## src/rtl/spq_pkg.sv

```systemverilog
// Shared types, codes and the string trimming function of the sorted priority queue.
package spq_pkg;

  localparam int STR_W = 64;
  localparam int ID_W = 32;
  localparam int OCC_W = 5;

  typedef enum logic [1:0] {
    REQ_INSERT,
    REQ_REMOVE,
    REQ_COUNT,
    REQ_LIST
  } req_t;

  typedef enum logic [1:0] {
    STATUS_OK,
    STATUS_EMPTY,
    STATUS_FULL
  } status_t;

  typedef enum logic [1:0] {
    OP_NONE,
    OP_INSERT,
    OP_REMOVE,
    OP_ROTATE
  } cell_op_t;

  typedef struct packed {
    cell_op_t op;
    logic     capture;
    logic     use_front;
  } dp_cmd_t;

  typedef struct packed {
    logic empty;
    logic full;
  } dp_status_t;

  // A string ends at its first zero byte and keeps at most nbytes bytes.
  function automatic logic [STR_W-1:0] cut_string(input logic [STR_W-1:0] s,
                                                  input int unsigned nbytes);
    logic [STR_W-1:0] r;
    logic             alive;
    r = '0;
    alive = 1'b1;
    for (int i = 0; i < 8; i++) begin
      if (s[STR_W-1-8*i -: 8] == 8'd0 || i >= nbytes) begin
        alive = 1'b0;
      end
      if (alive) begin
        r[STR_W-1-8*i -: 8] = s[STR_W-1-8*i -: 8];
      end
    end
    return r;
  endfunction

endpackage

```

## src/rtl/spq_ctrl.sv

```systemverilog
// Controller state machine of the sorted priority queue: request decode and list sequencing.
module spq_ctrl
  import spq_pkg::*;
#(
  parameter int DEPTH = 16,
  localparam int CW = $clog2(DEPTH + 1)
) (
  input  logic          clk,
  input  logic          rst,
  input  logic          start,
  input  logic [1:0]    req_type,
  input  dp_status_t    dp_status,
  input  logic [CW-1:0] count,
  output dp_cmd_t       cmd,
  output logic          busy,
  output logic          done,
  output logic [1:0]    status,
  output logic          last
);

  typedef enum logic {
    ST_IDLE,
    ST_LIST
  } state_t;

  state_t        state;
  logic [CW-1:0] remain;
  logic          accept;

  assign accept = start && (state == ST_IDLE);
  assign busy = (state == ST_LIST);

  always_comb begin
    cmd.op = OP_NONE;
    cmd.capture = 1'b0;
    cmd.use_front = 1'b0;
    if (state == ST_LIST) begin
      cmd.op = OP_ROTATE;
      cmd.capture = 1'b1;
      cmd.use_front = 1'b1;
    end else if (accept) begin
      cmd.capture = 1'b1;
      unique case (req_t'(req_type))
        REQ_INSERT: cmd.op = dp_status.full ? OP_NONE : OP_INSERT;
        REQ_REMOVE: begin
          cmd.op = dp_status.empty ? OP_NONE : OP_REMOVE;
          cmd.use_front = !dp_status.empty;
        end
        REQ_COUNT: cmd.op = OP_NONE;
        REQ_LIST: begin
          cmd.op = dp_status.empty ? OP_NONE : OP_ROTATE;
          cmd.use_front = !dp_status.empty;
        end
      endcase
    end
  end

  always_ff @(posedge clk) begin
    if (rst) begin
      state <= ST_IDLE;
      done <= 1'b0;
      status <= STATUS_OK;
      last <= 1'b0;
      remain <= '0;
    end else begin
      done <= 1'b0;
      unique case (state)
        ST_IDLE: begin
          if (accept) begin
            done <= 1'b1;
            last <= 1'b1;
            status <= STATUS_OK;
            unique case (req_t'(req_type))
              REQ_INSERT: begin
                if (dp_status.full) begin
                  status <= STATUS_FULL;
                end
              end
              REQ_REMOVE: begin
                if (dp_status.empty) begin
                  status <= STATUS_EMPTY;
                end
              end
              REQ_COUNT: status <= STATUS_OK;
              REQ_LIST: begin
                if (dp_status.empty) begin
                  status <= STATUS_EMPTY;
                end else if (count != CW'(1)) begin
                  last <= 1'b0;
                  remain <= count - CW'(1);
                  state <= ST_LIST;
                end
              end
            endcase
          end
        end
        ST_LIST: begin
          done <= 1'b1;
          status <= STATUS_OK;
          if (remain == CW'(1)) begin
            last <= 1'b1;
            state <= ST_IDLE;
          end else begin
            last <= 1'b0;
            remain <= remain - CW'(1);
          end
        end
      endcase
    end
  end

endmodule

```

## config.mk

```make
export PLATFORM = sky130hd
export DESIGN_NAME = spq_ctrl
export DESIGN_NICKNAME = d
export VERILOG_FILES = /design/src/rtl/spq_pkg.sv /design/src/rtl/spq_ctrl.sv
export SDC_FILE = /design/constraint.sdc
export NUM_CORES = 1
export LEC_CHECK = 0
export BUFFER_PORTS_ARGS = -buffer_cell sky130_fd_sc_hd__buf_2
export CAP_MARGIN = 20
export CORE_MARGIN = 1.5
export CORE_UTILIZATION = 25
export CTS_CLUSTER_SIZE = 30
export DETAILED_ROUTE_END_ITERATION = 16
export GPL_ROUTABILITY_DRIVEN = 0
export MAX_ROUTING_LAYER = met4
export RECOVER_POWER = 50
export SLEW_MARGIN = 20
export SYNTH_ARGS = -nofsm -noshare
export SYNTH_HDL_FRONTEND = slang
export SYNTH_SLANG_ARGS = --single-unit
```

## constraint.sdc

```tcl
create_clock -name clk -period 1.81 [get_ports clk]
set_input_delay 0.2715 -clock clk [delete_from_list [all_inputs] [get_ports clk]]
set_output_delay 0.2715 -clock clk [all_outputs]
set_load 0.005 [all_outputs]
```

# Word-level counts from Yosys, hierarchy flattened
# Index checks and enable logic that the tools add are counted.
# op_classes
n_addsub,2
n_eq_ne,10
muxes,32
n_bitwise,1
reduce_logical,5
# op_table
operator,count
5-bit 2-to-1 mux,5
1-bit 2-to-1 mux,14
5-bit case mux with 2 select lines,1
5-bit by 1-bit subtractor with 5-bit output (second input constant),2
2-bit 2-to-1 mux,4
4-bit 2-to-1 mux,2
2-bit case mux with 4 select lines,1
2-bit inequality test (second input constant),3
1-bit case mux with 2 select lines,3
2-bit case mux with 3 select lines,1
5-bit by 1-bit equality test with 1-bit output (second input constant),1
5-bit by 1-bit inequality test with 1-bit output (second input constant),1
5-bit AND reduction,1
2-bit equality test (second input constant),2
2-bit by 1-bit inequality test with 1-bit output (second input constant),2
2-bit case mux with 2 select lines,1
2-bit by 1-bit equality test with 1-bit output (second input constant),1
2-bit logical NOT,1
2-bit OR reduction,1
1-bit logical AND,1
1-bit logical NOT,1
1-bit inverter,1
# word_totals
register_bits,10
inputBits,12
elab_cells,55

# Longest topological paths before layout
# Gate-level depths: netlist of the first run.
# depth
ltp_word,6
depth_mapped,6

# Worst setup path before layout of the first run
# OpenSTA, ideal clock, no wires.
# synth_path
kind,register to register
from,reg remain[0]
to,reg remain[4]
setup_ns,0.120
arrival_time_ns,1.342
t_required_ns,1.690
path_slack_ns,0.349
stages_incl_launch_ff,6
path_buffers,0
period_less_slack_ns,1.461
path_cell_list,dfxtp_1 -> ha_1 -> inv_1 -> o41a_1 -> o21ba_4 -> a211o_1
# synth_between
elab_chain_len,3
word_cells_on_any_way,6
cone_classes,add/sub (1); eq/ne (2); mux (2); reduce/logical (1)
# synth_lines
element,line_no,text
"start, declared",spq_ctrl.sv:27,logic [CW-1:0] remain;
"start signal, assigned",spq_ctrl.sv:90,remain <= count - CW'(1);
"start signal, assigned",spq_ctrl.sv:105,remain <= remain - CW'(1);
5-bit by 1-bit subtractor with 5-bit output or 5-bit by 1-bit equality test with 1-bit output (tied branches),"spq_ctrl.sv:105, spq_ctrl.sv:100",
5-bit 2-to-1 mux or 2-bit inequality test (tied branches),--,
5-bit case mux with 2 select lines or 5-bit AND reduction (tied branches),--,
# Several ways; a longest one is shown, not always the timed one. The select of a mux whose other input is x is not followed.
# A chain may end at the register's enable or synchronous reset.

# Final worst setup path of the first run
# layout_path
from,reg remain[0]
to,reg remain[2]
# Same word-level chain as after synthesis.

==> flow_summary.ini, run 1 <==
[timing]
fmax_mhz = 622
slew_viol_final = 0
setup_viol = 0
hold_viol_final = 0
fin_setup_tns_ns = 0
final.period_utilization_pct = 88.9
relSlewSlack_pct = 66.8
finClkSkew_ns = 0.00417
worst_slew_pin_slew_ns = 0.498
period_minus_slack_ns = 1.61
hold_slack_ns = 0.315
rsz0062_at_grt = no

[global_route]
grt_use_met2_pct = 17.3
antenna_found_initial = 0
grt_util_all_layers_pct = 10.9
overflow = 0
grtUsageMet1_pct = 12.6
grt_max_degree = 15
top_usage_layer = met2
grt_pass1_wl_um = 2230
grt_pass1_vias = 537
met3_usage_pct = 5.11

[yosys]
ys.flop_type = dfxtp_1
synthCells = 70
synth.cell_area_um2 = 678
synth.most_common_cell = dfxtp_1
synthArstFlopShare_pct = 0
ys_seq_area_share_pct = 29.5
synth_seq_cells = 10
synthDistinctLibCells = 32
yosysTopAreaCellShare_pct = 29.5
ys_warn_count = 0
yosys.area.top_type = dfxtp_1
avgSynthCellArea_um2 = 9.69
synth_common_cells = dfxtp_1 (10), inv_1 (5), nor3_1 (5), ha_1 (4)
synth_fp_nets = 86
synthTopCellsByArea = dfxtp_1 (30%), ha_1 (7.4%), nor4bb_1 (4.4%)
synth_edf_count = 0

[worst_setup_path]
path_cells = ha_1 > inv_1 > o41a_1 > o21ba_1 > a211o_1
critical_path.slowest_cell = dfxtp_1
worstSetupPathType = reg -> reg
slowest_delay_ns = 0.42
path_max_fanout = 6
r2r_start = remain[0]$_SDFFE_PP0P_
rr_worst_depth = 5
critPathLaunchType = flip-flop
r2r_end = remain[2]$_SDFFE_PP0P_
crit_path_end = remain[2]$_SDFFE_PP0P_
rrSetupSlack_ns = 0.20
worstPathArrival_ns = 1.77
end_kind = flip-flop
required_ns = 1.97
critPathLaunch = remain[0]$_SDFFE_PP0P_

[finish]
utilization_pct = 33.4
seqCellArea_um2 = 200
drive_gt1_share_pct = 31.2
syn_to_final_growth_pct = 24.4
diodes = 0
final_nets = 110
multi_input_area_um2 = 440
n_fill_cell = 274

[placed_design]
portBuffers = 20
dp_hpwl_um = 1170

[cts]
clock_latency_ns = 0.27
cts_tree = done
clkSinkCount = 10
root_buffer = clkbuf_4
cts_buffer_depth = 2
path_clk_slew_ns = 0.07
cts-resized-gates = 0
holdBufCountCts = 0
htree_levels = 1
cts_setup_buffers = 0
cts_inserted_buffers = 3

[floorplan]
die_w_um = 55.1
start_util_pct = 26.9
coreArea_mm2 = 0.00252
ioPinCount = 21
die_area_mm2 = 0.00303
die_y_um = 55.1
core.rowCount = 18

[drt]
ant_nets = 0
drc = 0
totalWireLength_um = 1490
wl_per_cell_um = 12.1
vias = 603
drtIter0Drc = 6
firstDrtPassIters = 2
drt-vias-per-instance = 4.90

[power]
p_per_area_mw_per_mm2 = 655
power.leakage_nw = 0.386
power_mw = 0.552
ir_drop_uv = 331

[status]
status = complete, no violations

[worst_hold_path]
hp-class = in -> reg

[flow_run]
cap_violations = 0
## state kept, by name, indices dropped and copies added, names as in the netlist
name	count
remain	5
status	2
done	1
last	1
busy	1
## power breakdown
| part | internal (mW) | total, mW | switching [mW] |
|---|---|---|---|
| combinational | 0.0541 | 0.106 | 0.0516 |
| clock | 0.122 | 0.204 | 0.0821 |
| sequential | 0.231 | 0.242 | 0.0113 |
| total | 0.407 | 0.552 | 0.145 |
## stage by stage
step	cells	worst slack, ns	area, µm²
after detailed placement	119	0.189	818
after global placement	119	0.227	818
final	123	0.201	843
after global routing	123	0.0859	843
after floorplan	70	0.349	678
after CTS	123	0.201	855
## cells in the final DEF, fill, tap and decap left out, types with 3 or more instances in the layout
cell      instances
buf_2            16
dfxtp_1          10
inv_1             5
nor3_1            5
ha_1              4
clkbuf_1          4
nand3b_1          3
nor4bb_1          3
nor4b_1           3
a211o_1           3
clkbuf_4          3
## critical path: cells and delay by family, from the launching register on
family	cells	cell delay, ns
buf+inv	1	0.04
fa+ha+maj	1	0.17
compound gates	3	0.87
flops	1	0.42
## layer usage
metal  vias to the layer above  share of wire, %
li1                        306                 -
met1                       273                48
met2                        24                43
met3                         0               8.5
met4                         0                 0
met5                         -                 0
## area by class of cell
| class | instances | area share [%] |
|---|---|---|
| multi-input combinational | 52 | 52.2 |
| sequential | 10 | 23.7 |
| timing repair buffer | 22 | 13.1 |
| tap | 30 | 4.45 |
| clock buffer | 4 | 4.30 |
| inverter | 5 | 2.23 |
## worst min path at each step
stage,start,end,slack [ns],cells past startpoint
finish,rst,done$_SDFF_PP0_,0.31,2
global route,rst,done$_SDFF_PP0_,0.33,2
CTS,dp_status[0],status[1]$_SDFFE_PP0P_,0.32,3
detailed placement,last$_SDFFE_PP0P_,last$_SDFFE_PP0P_,0.46,1
global placement,last$_SDFFE_PP0P_,last$_SDFFE_PP0P_,0.48,1
floorplan,last$_SDFFE_PP0P_,last$_SDFFE_PP0P_,0.46,1
## cells by family after synthesis
| logic type | after synthesis | share of synthesized area [%] |
|---|---|---|
| buffers and inverters | 8 | 4.61 |
| multiplexers | 2 | 2.95 |
| AND/OR/NAND/NOR | 28 | 33.6 |
| AO/OA/AOI/OAI | 15 | 18.1 |
| XOR/XNOR | 3 | 3.88 |
| flip-flops | 10 | 29.5 |
| adder cells (fa/ha/maj) | 4 | 7.38 |
(Power assumes the default switching activity.)
==> inputs of run 2 (changes only) <==
- clock period: 1.81 -> 2.05 ns (I/O delays scaled with it)
==> run 2 against run 1 <==
- sequential share of layout area up 0.25 points
- non-clock buffer count down 1
- sequential power down 12%
- clock skew down 0.0020 ns
- power down 12%
- clock-buffer cell count unchanged
==> flow_summary.ini, run 2 (synthesis results as in run 1) <==
[timing]
setup_ws_ns = 0.342
setup_viol = 0
final.period_utilization_pct = 83.3
slew_viol_final = 0
fmax_mhz = 585
finClkSkew_ns = 0.00219
period_minus_slack_ns = 1.71
rsz0062_at_grt = no
relSlewSlack_pct = 65.1
hold_viol_final = 0
worst_slew_pin_slew_ns = 0.522
fin_setup_tns_ns = 0

[finish]
fin_cells = 122
final_nets = 109
n_fill_cell = 277
final_cell_mix = buf_2 (15), dfxtp_1 (10), inv_1 (5), nor3_1 (5), clkbuf_1 (5)
multi_input_area_um2 = 440
layout_commonest_cell = buf_2
largest_reg_flops = 5
seqCellArea_um2 = 200
top_register = remain
diodes = 0
reg_top3 = remain (5), status (2)
drive_gt1_share_pct = 29.3
syn_to_final_growth_pct = 23.1

[global_route]
antenna_found_initial = 0
grt_max_degree = 14
grt_pass1_wl_um = 2240
grt_pass1_vias = 557
overflow = 0
grt_util_all_layers_pct = 10.9

[cts]
clkSinkCount = 10
cts_tree = done
holdBufCountCts = 0
cts_setup_buffers = 0
clock_latency_ns = 0.26
root_buffer = clkbuf_4
cts_buffer_depth = 2
path_clk_slew_ns = 0.07
cts-resized-gates = 0
htree_levels = 1
cts_inserted_buffers = 3

[floorplan]
ioPinCount = 21
die_area_mm2 = 0.00303
start_util_pct = 26.9
die_w_um = 55.1
die_y_um = 55.1
core.rowCount = 18
coreArea_mm2 = 0.00252

[worst_setup_path]
path_max_fanout = 13
worstSetupPathType = reg -> out
worstPathArrival_ns = 1.40
required_ns = 1.74
critPathLaunchType = flip-flop
end_kind = output port
path_cells = buf_4 > or2b_1 > buf_2
slowest_delay_ns = 0.65
critical_path.slowest_cell = dfxtp_1

[drt]
ant_nets = 0
drc = 0
vias = 599
drtIter0Drc = 11
totalWireLength_um = 1520
wl_per_cell_um = 12.5
firstDrtPassIters = 4
drt-vias-per-instance = 4.91

[placed_design]
portBuffers = 20
dp_hpwl_um = 1240
place_ws_ns = 0.403
dp_cells = 118

[power]
seq_power_share_pct = 44.0
power.leakage_nw = 0.377
ir_drop_uv = 215
p_per_area_mw_per_mm2 = 582
swShare_pct = 26.2
power.switching_mw = 0.127
power_mw = 0.486
power_frac_comb_pct = 19.2
clkPwrFrac_pct = 36.8
p_int_mw = 0.359

[status]
status = complete, no violations

[worst_hold_path]
hp-class = in -> reg

[flow_run]
cap_violations = 0
-- run 2: changes by cell type in the layout (fill, tap and decap cells not counted) --
cell      before  now
buf_2         16   15
buf_4          2    1
clkbuf_1       4    5
-- run 2: per-stage QoR --
| stage | cell area (µm²) | hold slack [ns] | utilization [%] |
|---|---|---|---|
| global route | 835 | 0.357 | 33.1 |
| global placement | 811 | 0.483 | 32.1 |
| detailed placement | 811 | 0.477 | 32.1 |
| CTS | 847 | 0.345 | 33.6 |
| floorplan | 678 | 0.464 | - |
| finish | 835 | 0.351 | 33.1 |
-- run 2: path summary, 6_finish.rpt --
check	start	end	slack [ns]	cells past startpoint
worst max-delay path	busy$_SDFF_PP0_	cmd[3]	0.34	3
worst min-delay path	dp_status[0]	status[1]$_SDFFE_PP0P_	0.35	3
worst max register to register	remain[0]$_SDFFE_PP0P_	remain[3]$_SDFFE_PP0P_	0.47	5
worst min register to register	last$_SDFFE_PP0P_	last$_SDFFE_PP0P_	0.49	1
-- run 2: area by class of cell --
type	instances	area share, %
flip-flops and latches	10	24.0
inverters	5	2.25
clock buffers	4	4.35
well taps	30	4.50
multi-input cells	52	52.8
repair buffers	21	12.1
-- run 2: critical path: cells and delay by family, from the launching register on --
family / cells / cell delay, ns
flops: 1 / 0.65
simple gates: 1 / 0.11
buf+inv: 2 / 0.37
-- run 2: routing by layer --
metal  up-vias  share of wire [%]  GRT usage [%]
met2        25                 42           17.7
met4         0                1.1           4.88
met1       268                 49           12.6
met3         2                7.9           2.69
met5         -                  0              -
li1        304                  -              -
-- run 2: power groups by stage --
| stage | Clock, mW | Sequential, mW | Combinational (mW) |
|---|---|---|---|
| after CTS | 0.188 | 0.213 | 0.0968 |
| final | 0.179 | 0.214 | 0.0934 |
| after global routing | 0.199 | 0.216 | 0.103 |
| after detailed placement | 0 | 0.218 | 0.0965 |
| after global placement | 0 | 0.218 | 0.0935 |
| after floorplan | 0 | 0.215 | 0.0585 |
